==> config.mk <==
export PLATFORM = sky130hd
export DESIGN_NAME = segment_fit_allocator_core
export DESIGN_NICKNAME = d
export VERILOG_FILES = /design/src/rtl/sfa_pkg.sv /design/src/rtl/segment_fit_allocator_core.sv /design/src/rtl/sfa_seg_ram.sv
export SDC_FILE = /design/constraint.sdc
export NUM_CORES = 2
export LEC_CHECK = 0
export BUFFER_PORTS_ARGS = -buffer_cell sky130_fd_sc_hd__clkbuf_2
export CAP_MARGIN = 20
export CELL_PAD_IN_SITES_DETAIL_PLACEMENT = 1
export CELL_PAD_IN_SITES_GLOBAL_PLACEMENT = 2
export CORE_AREA = 4 4 483 485
export DETAILED_ROUTE_END_ITERATION = 16
export DIE_AREA = 0 0 487 489
export PLACE_DENSITY = 0.77
export SLEW_MARGIN = 15
export SYNTH_ARGS = -nofsm -noshare
export SYNTH_HDL_FRONTEND = slang
export SYNTH_SLANG_ARGS = --single-unit
==> constraint.sdc <==
create_clock -name clk -period 6.43 [get_ports clk]
set_clock_uncertainty 0.2 [all_clocks]
set_input_delay 0.3215 -clock clk [delete_from_list [all_inputs] [get_ports clk]]
set_output_delay 0.3215 -clock clk [all_outputs]
set_load 0.005 [all_outputs]
==> src/rtl/sfa_pkg.sv <==
// ----------------------------------------------------------------------------
// Segment fit allocator package
// Shared widths, status codes and the segment entry type.
// ----------------------------------------------------------------------------
package sfa_pkg;
	localparam int MaxSegments = 64;
	localparam int AddrBits    = 16;
	localparam int IdBits      = 8;
	localparam int IdxBits     = $clog2(MaxSegments);
	localparam int CntBits     = $clog2(MaxSegments + 1);

	localparam logic [2:0] ST_OK      = 3'd0;
	localparam logic [2:0] ST_NOFIT   = 3'd1;
	localparam logic [2:0] ST_NOOWNER = 3'd2;
	localparam logic [2:0] ST_FULL    = 3'd3;
	localparam logic [2:0] ST_ZERO    = 3'd4;

	localparam logic [1:0] FIT_FIRST = 2'd0;
	localparam logic [1:0] FIT_BEST  = 2'd1;
	localparam logic [1:0] FIT_WORST = 2'd2;

	localparam logic CFG_STRATEGY = 1'b0;
	localparam logic CFG_MEMSIZE  = 1'b1;

	typedef struct packed {
		logic [AddrBits-1:0] start;
		logic [AddrBits-1:0] len;
		logic                used;
		logic [IdBits-1:0]   owner;
	} seg_t;
endpackage

==> src/rtl/segment_fit_allocator_core.sv <==
// ----------------------------------------------------------------------------
// Segment fit allocator core
// Address-ordered segment table with first, best or worst fit and merging.
// ----------------------------------------------------------------------------
// An item takes up to three passes over the table, each reading one
// entry a cycle from the table memory: scan, shift and statistics for an
// allocation, release, merge and statistics for a free. One item is
// worked on at a time; busy is high meanwhile. Reset clears control state
// and gives one free segment spanning 65535 bytes. The strobe lasts one
// cycle.
module segment_fit_allocator_core
	import sfa_pkg::*;
(
	input  logic                clk,
	input  logic                arst_n,
	input  logic                start,
	output logic                busy,
	input  logic                op,
	input  logic [IdBits-1:0]   owner_id,
	input  logic [15:0]         request_size,
	input  logic                cfg_valid,
	output logic                cfg_ready,
	input  logic                cfg_index,
	input  logic [15:0]         cfg_data,
	output logic                result_valid,
	output logic [2:0]          status,
	output logic [15:0]         start_address,
	output logic [15:0]         used_total,
	output logic [15:0]         free_total,
	output logic [15:0]         largest_free,
	output logic [6:0]          free_count
);
	// The controller walks the table with a read pointer. Every table rewrite
	// (split, release, merge) is a pass that reads entries in order: a release
	// rewrites them in place, a merge writes to a trailing write pointer.
	// Splits shift the tail up one place, so that pass runs from the top down.
	typedef enum logic [9:0] {
		S_IDLE   = 10'b0000000001,
		S_SCAN   = 10'b0000000010,
		S_DECIDE = 10'b0000000100,
		S_SHIFT  = 10'b0000001000,
		S_PLACE  = 10'b0000010000,
		S_FREE   = 10'b0000100000,
		S_MERGE  = 10'b0001000000,
		S_STATS  = 10'b0010000000,
		S_DONE   = 10'b0100000000,
		S_INIT   = 10'b1000000000
	} state_t;

	state_t state_q;

	logic [1:0]         strategy_q;
	logic [15:0]        memsize_q;
	logic [CntBits-1:0] count_q;
	logic               op_q;
	logic [IdBits-1:0]  owner_q;
	logic [15:0]        size_q;

	// Read pointer and a delayed copy: data for the address issued in one
	// cycle arrives in the next.
	logic [CntBits-1:0] rptr_q;
	logic [CntBits-1:0] rptr_d1_q;
	logic               rvalid_q;
	logic [CntBits-1:0] wptr_q;

	logic               found_q;
	logic [IdxBits-1:0] pick_q;
	seg_t               pick_seg_q;
	logic [2:0]         status_q;
	logic [15:0]        addr_q;

	// Merge accumulator: the entry being built before it is written out.
	seg_t               acc_q;
	logic               acc_valid_q;

	logic [15:0]        used_q;
	logic [15:0]        freet_q;
	logic [15:0]        big_q;
	logic [6:0]         nfree_q;

	logic               wr_en;
	logic [IdxBits-1:0] wr_addr;
	seg_t               wr_data;
	logic [IdxBits-1:0] rd_addr;
	seg_t               rd_data;

	sfa_seg_ram u_ram (
		.clk     (clk),
		.wr_en   (wr_en),
		.wr_addr (wr_addr),
		.wr_data (wr_data),
		.rd_addr (rd_addr),
		.rd_data (rd_data)
	);

	// A start item takes precedence over a register write in the idle state,
	// so the write channel is held off whenever start is high.
	assign busy      = (state_q != S_IDLE);
	assign cfg_ready = (state_q == S_IDLE) && !start;
	assign rd_addr   = rptr_q[IdxBits-1:0];

	logic fits;
	logic better;
	logic [15:0] rem;
	assign fits = rvalid_q && !rd_data.used && (rd_data.len >= size_q);
	always_comb begin
		case (strategy_q)
			FIT_FIRST: better = !found_q;
			FIT_BEST:  better = !found_q || (rd_data.len < pick_seg_q.len);
			FIT_WORST: better = !found_q || (rd_data.len > pick_seg_q.len);
			default:   better = 1'b0;
		endcase
	end
	assign rem = pick_seg_q.len - size_q;

	logic owned;
	assign owned = rd_data.used && (rd_data.owner == owner_q);

	// Memory write port.
	always_comb begin
		wr_en   = 1'b0;
		wr_addr = wptr_q[IdxBits-1:0];
		wr_data = rd_data;
		case (state_q)
			S_INIT: begin
				wr_en   = 1'b1;
				wr_addr = '0;
				wr_data = '{start: '0, len: memsize_q, used: 1'b0, owner: '0};
			end
			S_SHIFT: begin
				// Move entry read earlier one place up.
				wr_en   = rvalid_q;
				wr_addr = IdxBits'(rptr_d1_q + 1'b1);
			end
			S_PLACE: begin
				wr_en   = 1'b1;
				wr_addr = pick_q;
				wr_data = '{start: pick_seg_q.start, len: size_q, used: 1'b1,
					owner: owner_q};
				if (wptr_q[0]) begin
					wr_addr = IdxBits'({1'b0, pick_q} + 1'b1);
					wr_data = '{start: pick_seg_q.start + size_q, len: rem,
						used: 1'b0, owner: '0};
				end
			end
			S_FREE: begin
				wr_en   = rvalid_q && owned;
				wr_addr = rptr_d1_q[IdxBits-1:0];
				wr_data = '{start: rd_data.start, len: rd_data.len, used: 1'b0,
					owner: '0};
			end
			S_MERGE: begin
				// Flush the accumulator when the next entry cannot join it.
				wr_en   = acc_valid_q && (!rvalid_q || acc_q.used || rd_data.used);
				wr_data = acc_q;
			end
			default: ;
		endcase
	end

	always_ff @(posedge clk or negedge arst_n) begin
		if (!arst_n) begin
			state_q      <= S_INIT;
			strategy_q   <= FIT_FIRST;
			memsize_q    <= 16'hFFFF;
			count_q      <= CntBits'(1);
			result_valid <= 1'b0;
			rptr_q       <= '0;
			rvalid_q     <= 1'b0;
			wptr_q       <= '0;
			found_q      <= 1'b0;
			acc_valid_q  <= 1'b0;
		end else begin
			result_valid <= 1'b0;
			rptr_d1_q    <= rptr_q;
			rvalid_q     <= 1'b0;
			case (state_q)
				S_INIT: begin
					count_q <= CntBits'(1);
					rptr_q  <= '0;
					state_q <= S_IDLE;
				end
				S_IDLE: begin
					if (start) begin
						op_q     <= op;
						owner_q  <= owner_id;
						size_q   <= request_size;
						found_q  <= 1'b0;
						addr_q   <= '0;
						rptr_q   <= CntBits'(1);
						rvalid_q <= 1'b1;
						if (op) begin
							status_q <= ST_NOOWNER;
							state_q  <= S_FREE;
							rptr_q   <= CntBits'(1);
						end else if (request_size == '0) begin
							status_q <= ST_ZERO;
							rptr_q   <= '0;
							rvalid_q <= 1'b0;
							state_q  <= S_STATS;
							used_q   <= '0;
							freet_q  <= '0;
							big_q    <= '0;
							nfree_q  <= '0;
						end else begin
							status_q <= ST_NOFIT;
							state_q  <= S_SCAN;
						end
					end else if (cfg_valid) begin
						if (cfg_index == CFG_STRATEGY) begin
							strategy_q <= cfg_data[1:0];
						end else begin
							memsize_q <= cfg_data;
							state_q   <= S_INIT;
						end
					end
				end
				S_SCAN: begin
					if (fits && better) begin
						found_q    <= 1'b1;
						pick_q     <= rptr_d1_q[IdxBits-1:0];
						pick_seg_q <= rd_data;
					end
					if (rptr_q < count_q) begin
						rptr_q   <= rptr_q + 1'b1;
						rvalid_q <= 1'b1;
					end else if (!rvalid_q) begin
						state_q <= S_DECIDE;
					end
				end
				S_DECIDE: begin
					if (!found_q) begin
						status_q <= ST_NOFIT;
						state_q  <= S_STATS;
					end else if (rem != '0 && count_q == CntBits'(MaxSegments)) begin
						status_q <= ST_FULL;
						state_q  <= S_STATS;
					end else if (rem != '0) begin
						// Shift entries above the pick, top first. The first
						// read is issued in the shift state itself.
						rptr_q   <= count_q - 1'b1;
						state_q  <= S_SHIFT;
					end else begin
						wptr_q  <= '0;
						state_q <= S_PLACE;
					end
					if (!found_q || (rem != '0 && count_q == CntBits'(MaxSegments))) begin
						rptr_q   <= '0;
						rvalid_q <= 1'b0;
						used_q   <= '0;
						freet_q  <= '0;
						big_q    <= '0;
						nfree_q  <= '0;
					end
				end
				S_SHIFT: begin
					// Each cycle reads the entry at the pointer while it lies
					// above the pick; the write of the previous read trails it.
					if (rptr_q > {1'b0, pick_q}) begin
						rptr_q   <= rptr_q - 1'b1;
						rvalid_q <= 1'b1;
					end else if (!rvalid_q) begin
						count_q <= count_q + 1'b1;
						wptr_q  <= CntBits'(1);
						state_q <= S_PLACE;
					end
				end
				S_PLACE: begin
					// wptr bit 0 set: split remainder still to write.
					addr_q   <= pick_seg_q.start;
					status_q <= ST_OK;
					wptr_q   <= '0;
					if (!wptr_q[0]) begin
						rptr_q  <= '0;
						used_q  <= '0;
						freet_q <= '0;
						big_q   <= '0;
						nfree_q <= '0;
						state_q <= S_STATS;
					end
				end
				S_FREE: begin
					if (rvalid_q && owned) begin
						status_q <= ST_OK;
					end
					if (rptr_q < count_q) begin
						rptr_q   <= rptr_q + 1'b1;
						rvalid_q <= 1'b1;
					end else if (!rvalid_q) begin
						// The next pass issues its first read from entry zero.
						rptr_q      <= '0;
						rvalid_q    <= 1'b0;
						wptr_q      <= '0;
						acc_valid_q <= 1'b0;
						if (status_q == ST_OK) begin
							state_q <= S_MERGE;
						end else begin
							used_q   <= '0;
							freet_q  <= '0;
							big_q    <= '0;
							nfree_q  <= '0;
							state_q  <= S_STATS;
						end
					end
				end
				S_MERGE: begin
					if (wr_en) begin
						wptr_q <= wptr_q + 1'b1;
					end
					if (rvalid_q) begin
						if (acc_valid_q && !acc_q.used && !rd_data.used) begin
							acc_q.len <= acc_q.len + rd_data.len;
						end else begin
							acc_q <= rd_data;
						end
						acc_valid_q <= 1'b1;
					end else begin
						acc_valid_q <= 1'b0;
					end
					if (rptr_q < count_q) begin
						rptr_q   <= rptr_q + 1'b1;
						rvalid_q <= 1'b1;
					end else if (!rvalid_q && !acc_valid_q) begin
						count_q  <= wptr_q;
						rptr_q   <= '0;
						used_q   <= '0;
						freet_q  <= '0;
						big_q    <= '0;
						nfree_q  <= '0;
						state_q  <= S_STATS;
					end
				end
				S_STATS: begin
					if (rvalid_q) begin
						if (rd_data.used) begin
							used_q <= used_q + rd_data.len;
						end else begin
							freet_q <= freet_q + rd_data.len;
							nfree_q <= nfree_q + 1'b1;
							if (rd_data.len > big_q) begin
								big_q <= rd_data.len;
							end
						end
					end
					if (rptr_q < count_q) begin
						rptr_q   <= rptr_q + 1'b1;
						rvalid_q <= 1'b1;
					end else if (!rvalid_q) begin
						state_q <= S_DONE;
					end
				end
				S_DONE: begin
					// Park the read pointer on entry zero for the next item.
					result_valid <= 1'b1;
					rptr_q       <= '0;
					state_q      <= S_IDLE;
				end
				default: state_q <= S_IDLE;
			endcase
		end
	end

	assign status        = status_q;
	assign start_address = addr_q;
	assign used_total    = used_q;
	assign free_total    = freet_q;
	assign largest_free  = big_q;
	assign free_count    = nfree_q;
endmodule

==> src/rtl/sfa_seg_ram.sv <==
// ----------------------------------------------------------------------------
// Segment table memory
// One write port and one read port with registered read data.
// ----------------------------------------------------------------------------
module sfa_seg_ram
	import sfa_pkg::*;
(
	input  logic               clk,
	input  logic               wr_en,
	input  logic [IdxBits-1:0] wr_addr,
	input  seg_t               wr_data,
	input  logic [IdxBits-1:0] rd_addr,
	output seg_t               rd_data
);
	seg_t mem [MaxSegments];

	always_ff @(posedge clk) begin
		if (wr_en) begin
			mem[wr_addr] <= wr_data;
		end
		rd_data <= mem[rd_addr];
	end
endmodule

### After elaboration in Yosys (flattened, before gate mapping)

Memories as Yosys holds them, arrays and structs flattened. A register that Yosys moved wholly into a read port is not among the register bits.
Cells that the tools add are included.

| storage, ports and cells | value |
|---|---|
| register bits | 236 |
| output and inout bits | 77 |
| word-level logic and storage cells | 267 |
| memories kept | 1 |
| memory bits (read-only) | 0 |
| latch bits | 0 |
| input port bits | 46 |
| bits in writable memories | 2624 |

Memory list:

| name | words | width | read ports | clocked after Yosys merged registers in | write ports | line | text |
|---|---|---|---|---|---|---|---|
| u_ram.mem | 64 | 41 | 1 | 1 | 1 | sfa_seg_ram.sv:15 | `seg_t mem [MaxSegments];` |

| cells by class | value |
|---|---|
| bitwise gates (word level) | 3 |
| add/sub/neg operators | 13 |
| shifts and indexed selects | 0 |
| eq/ne operators | 51 |
| divide/modulo/power cells | 0 |
| muxes and demuxes | 112 |
| $lt $le $gt $ge | 6 |
| multiply operators | 0 |
| reduce and logical (&&, ||, !) cells | 55 |

Operators with widths:

| kind | count |
|---|---|
| $mux W16 | 19 |
| $pmux W16 S6 | 3 |
| $mux W7 | 33 |
| $pmux W41 S4 | 1 |
| $mux W10 | 14 |
| $pmux W10 S8 | 1 |
| $add A16 B16 Y16 | 4 |
| $pmux W7 S8 | 1 |
| $ne A2 B2 Y1 const B | 24 |
| $pmux W7 S6 | 1 |
| $mux W41 | 1 |
| $mux W8 | 5 |
| $pmux W7 S5 | 1 |
| $gt A16 B16 Y1 | 2 |
| $pmux W16 S2 | 1 |
| $add A7 B1 Y7 const B | 4 |
| $reduce_and A14 Y1 | 2 |
| $ne A3 B3 Y1 const B | 8 |
| $pmux W6 S4 | 1 |
| $pmux W7 S3 | 1 |
| $mux W3 | 6 |
| $reduce_and A3 Y1 | 6 |
| $ge A16 B16 Y1 | 1 |
| $logic_not A16 Y1 | 1 |
| 50 further kinds | 99 |

### Longest topological paths before layout

| logic depth | value |
|---|---|
| word-level depth | 7 |
| mapped depth | 18 |
| depth with buffers taken out | 14 |

### Modules after synthesis

Synthesis repeated with hierarchy kept, for this count alone.

| second synthesis, totals | value |
|---|---|
| cell total of the unflattened synthesis | 5783 |
| area total of the unflattened synthesis | 116118.9 um2 |

Modules (own cells, without submodules):

| module | times used | sequential area each (um2) | area an instance (um2) | cells each |
|---|---|---|---|---|
| sfa_seg_ram | 1 | 79616.4 | 100405.0 | 4216 |
| segment_fit_allocator_core | 1 | 6844.1 | 15713.8 | 1567 |

### Worst setup path after synthesis

Ideal clock, no wire load.

| timing path | value |
|---|---|
| kind | flip-flop to flip-flop |
| start point | register size_q[0] |
| end point | memory u_ram.mem[0][37] (netlist bit) (data pin) |
| path buffers | 0 |
| setup time | 0.702 ns |
| arrival time | 4.689 ns |
| path slack | 0.840 ns |
| required time | 5.528 ns |
| stages on the path, launching flop included | 13 |
| period minus slack after synthesis | 5.590 ns |
| cell sequence | edfxtp_1 > ha_1 > inv_1 > fa_1 > nor2b_1 > o21ai_0 > a21oi_1 > o21ai_0 > a211oi_1 > o21ai_0 > a21oi_1 > xnor2_1 > o21ai_0 |

RTL lines:

| element | line | text |
|---|---|---|
| from (decl) | segment_fit_allocator_core.sv:57 | `logic [15:0] size_q;` |
| from (signal assigned) | segment_fit_allocator_core.sv:187 | `size_q <= request_size;` |
| to (decl) | sfa_seg_ram.sv:15 |  |

### Worst setup path in the final report

| timing path | value |
|---|---|
| start point | register pick_seg_q[9] (netlist bit) |
| end point | register big_q[12] (netlist: largest_free[12]) (enable) |

| between the ends | value |
|---|---|
| word-level cells in the longest chain between the ends | 6 |

RTL lines:

| element | line | text |
|---|---|---|
| from (decl) | segment_fit_allocator_core.sv:68 | `seg_t pick_seg_q;` |
| from (signal assigned) | segment_fit_allocator_core.sv:222 | `pick_seg_q <= rd_data;` |
| $sub A16 B16 Y16 | segment_fit_allocator_core.sv:114 | `assign rem = pick_seg_q.len - size_q;` |
| $reduce_bool A16 Y1 | segment_fit_allocator_core.sv:247 | `if (!found_q \|\| (rem != '0 && count_q == CntBits'(MaxSegments))) begin` |
| $logic_and A1 B1 Y1 | segment_fit_allocator_core.sv:247 |  |
| $logic_or A1 B1 Y1 | segment_fit_allocator_core.sv:247 |  |
| $ne A2 B2 Y1 (no source line) | n/a |  |
| $reduce_and A15 Y1 (no source line) | n/a |  |
| to (signal assigned) | segment_fit_allocator_core.sv:341 | `big_q <= rd_data.len;` |
| to (decl) | segment_fit_allocator_core.sv:78 | `logic [15:0] big_q;` |

No other way between the ends.
A chain may end at the register's enable or synchronous reset.

==> results by group <==
Finish
  • Cell area after layout: 133000 um^2
  • Core Util, Final: 0.578
  • Layout cells sized above 1: 0.282
  • Area grow syn2layout: 14.2%
  • Area of the multi-input gates: 28900 um^2
  • FF/Latch Area: 86500 um^2
  • Post-Layout Cell Count: 9187
  • Fillers: 19200
  • NumNets Final: 6135

Clocking
  • Worst-skew pair later-pin latency: 0.94 ns
  • H-Tree Depth: 5
  • Cts bufs inserted: 313
  • Sink Count: 2901
  • Clock root buffer: clkbuf_16
  • Post-cts resize count: 0
  • CTS tree: yes
  • Clock Tree Buf Depth: 4
  • Clk slew on worst S/H paths: 0.06 ns

Global routing
  • Number of global-route vias before repair: 60200
  • All-layer global routing usage: 0.260
  • Initial antenna violation count: 23
  • Global-route wire length before repair: 445000 um
  • Largest net degree at the start of global routing: 132
  • Global route total overflow: 0

Yosys
  • Mapped Nets: 5682
  • Sequential element share of the synthesized area: 0.745
  • Synth area leaders: edfxtp_1 (73%), mux4_2 (16%), ha_1 (1.6%)
  • Number of synthesized flops with an enable pin: 2807
  • FFs w/ async S/R, synth: 0.0183
  • Yosys Warn Count: 0
  • Library cells used by synthesis: 84
  • Avg Cell Area, Syn: 21.2 um^2
  • Synth area leader: edfxtp_1
  • Number of synthesized register bits: 2901
  • Top-area cell type share of the netlist area: 0.726
  • Post-synth top flop: edfxtp_1
  • Gate Count Post-Synth: 5484
  • Count leader, synth: edfxtp_1
  • Post-Syn Area: 116000 um^2
  • Most frequent cells after synthesis: edfxtp_1 (2807), mux4_2 (813), nor2_1 (190)

Timing
  • FMAX: 0.186 GHz
  • Worst-Margin Slew: 1.11 ns
  • Setup TNS: 0 ns
  • Pins Over Slew Limit: 0
  • Final setup vio count: 0
  • Period utilization: 0.835
  • Relative slew slack: 0.259
  • RSZ-0062 raised after global routing: false
  • Post-route minimum period: 5.37 ns
  • Final Hold Viols: 0

Job
  • MaxCap Viol Count: 0

Die
  • IO Count: 123
  • Die width: 487 um
  • Die height: 489 um
  • Core Region: 229000 um^2
  • Initial Util: 0.506
  • Row count: 176
  • Die ar.: 238000 um^2

Routing
  • DR WL/cell: 33.4 um
  • Detail Route Antenna Nets: 0
  • Via Count: 58300
  • Initial DRC Count: 6801
  • Vias/cell: 6.35
  • DR top layer: met5
  • DR pass1 iterations: 6
  • Wire length on met3: 25900 um
  • DRC viols: 0
  • WL final: 306000 um
  • Metal-1 WL: 125000 um
  • Metal2 WL: 148000 um

Power and ir drop
  • Power Dens Cells: 433 nW/um^2
  • Power Total: 57.4 mW
  • Leakage: 42.6 nW
  • Max rail drop VDD: 0.350 mV

Placed design
  • Placed cells: 8563
  • GP Congestion: 0.893
  • # port buffers: 122
  • Placed Area: 122000 um^2
  • Final HPWL DP: 186000 um

Worst setup path
  • Critical path type: reg -> reg
  • Critical path fanouts, max: 9
  • Worst setup SP type: register
  • Critical Path End Type: register
  • R2R depth: 15
  • CP required: 6.82 ns
  • Crit path DAT: 5.76 ns

Worst hold path
  • Worst Hold Class: in -> reg
  • Cell count of the worst hold path: 2

Status
  • Status: completed
registers in the layout (all words and copies together) (netlist names):
name / flops
start_address: 16
state_q: 10
u_ram.rd_data: 41
free_count: 7
memsize_q: 16
acc_q: 41
rptr_d1_q: 6
wptr_q: 7
count_q: 7
rptr_q: 7
u_ram.mem: 2624
acc_valid_q: 1
pick_q: 6
strategy_q: 2
largest_free: 16
used_total: 16
found_q: 1
owner_q: 8
rvalid_q: 1
pick_seg_q: 32
result_valid: 1
status: 3
size_q: 16
free_total: 16
routing by layer:
metal | vias to the layer above | track usage
met5 | - | 0
met4 | 2 | 0.0651
met3 | 426 | 0.0493
met2 | 2696 | 0.412
met1 | 31300 | 0.378
li1 | 23900 | -
metrics by stage:
step	hold slack (ns)	worst slack (ns)
6_report	0.0595	1.06
5_1_grt	0.0203	0.759
4_1_cts	0.000875	0.983
3_5_place_dp	0.110	1.06
3_3_place_gp	0.120	1.11
2_1_floorplan	-0.174	0.840
cell type report:
cell class / count / area share
well taps: 3026 / 0.0286
clock inverters: 131 / 0.00843
multi-input cells: 2212 / 0.218
flip-flops and latches: 2901 / 0.652
repair buffers: 404 / 0.0255
inverters: 105 / 0.00297
diodes: 3 / 0.0000566
clock buffers: 405 / 0.0640
cells in the final DEF (no fill, tap or decap), types with 18 or more instances in the layout:
cell           synthesis  layout
o22ai_1               27      27
and2_1                41      41
nand2b_1              20      20
o21ai_0              104      98
xor2_1                26      26
nand2_1              114     112
clkbuf_16              0     321
dfstp_2               18      18
nor2b_1               22      22
mux4_2               813     813
xnor2_1               57      57
nor2_4                 1      67
bufinv_16              0      20
clkbuf_2               0     121
ha_1                 147     147
a21oi_1              128     127
edfxtp_1            2807    2807
nor3_1                29      29
nor2_1               190     123
nand4_1               20      20
dlygate4sd3_1          0      84
dfxtp_1               41      41
clkinv_1               0      67
mux2i_1               71      71
a222oi_1              29      29
or2_2                 22      22
clkbuf_1             154      71
buf_4                  2     163
a21o_1                38      38
nand3_1               42      37
mux2_2                29      29
clkinv_2               0      33
inv_1                105     105
buf_12                 0      34
dfrtp_1               35      29
cell families (layout without fill, tap and decap cells):
family                     after synthesis  in the layout  synth area share
buffers and inverters                  371           1045            0.0127
other                                    0              3                 0
adders and majority gates              152            152            0.0167
AOI/OAI and AO/OA                      475            475            0.0271
DFF                                   2901           2901             0.745
xor gates and xnor gates                83             83           0.00626
and+or+nand+nor                        589            589            0.0257
muxes                                  913            913             0.167
final timing paths:
kind                                             endpoint                       from  slack (ns)
max                        largest_free[12]$_SDFFCE_PN0P_    pick_seg_q[9]$_DFFE_PP_        1.06
min                                   size_q[5]$_DFFE_PP_            request_size[5]        0.06
max reg2reg                largest_free[12]$_SDFFCE_PN0P_    pick_seg_q[9]$_DFFE_PP_        1.06
min reg2reg                      pick_seg_q[34]$_DFFE_PP_  u_ram.rd_data[34]$_DFF_P_        0.28
max in group asynchronous           rptr_q[2]$_DFFE_PN0P_                     arst_n        4.73
min in group asynchronous        memsize_q[0]$_DFFE_PN1P_                     arst_n        0.60
repair_timing:
action	in CTS	in global routing
buffers inserted	0	0
hold endpoints to repair	146	0
hold buffers	84	0
power breakdown:
part	total (mW)	internal, mW	switching [mW]
registers	25.4	24.8	0.686
clock network	17.1	10.0	7.04
logic	14.9	4.95	9.94
total	57.4	39.7	17.7
critical path, cell delays in order, from the launching register on:
cell and delay, ns:
edfxtp_1 0.41, inv_1 0.10, ha_1 0.15, inv_1 0.05
fa_1 0.42, a211oi_1 0.41, o21ai_1 0.23, a211oi_1 0.32
o21a_1 0.20, a2111oi_2 0.06, nand4_1 0.22, nor4_2 0.10
o21bai_1 0.59, nand4b_1 0.51, a21oi_1 0.79, buf_4 0.30
Note: power is estimated with default switching activity, not from simulation.
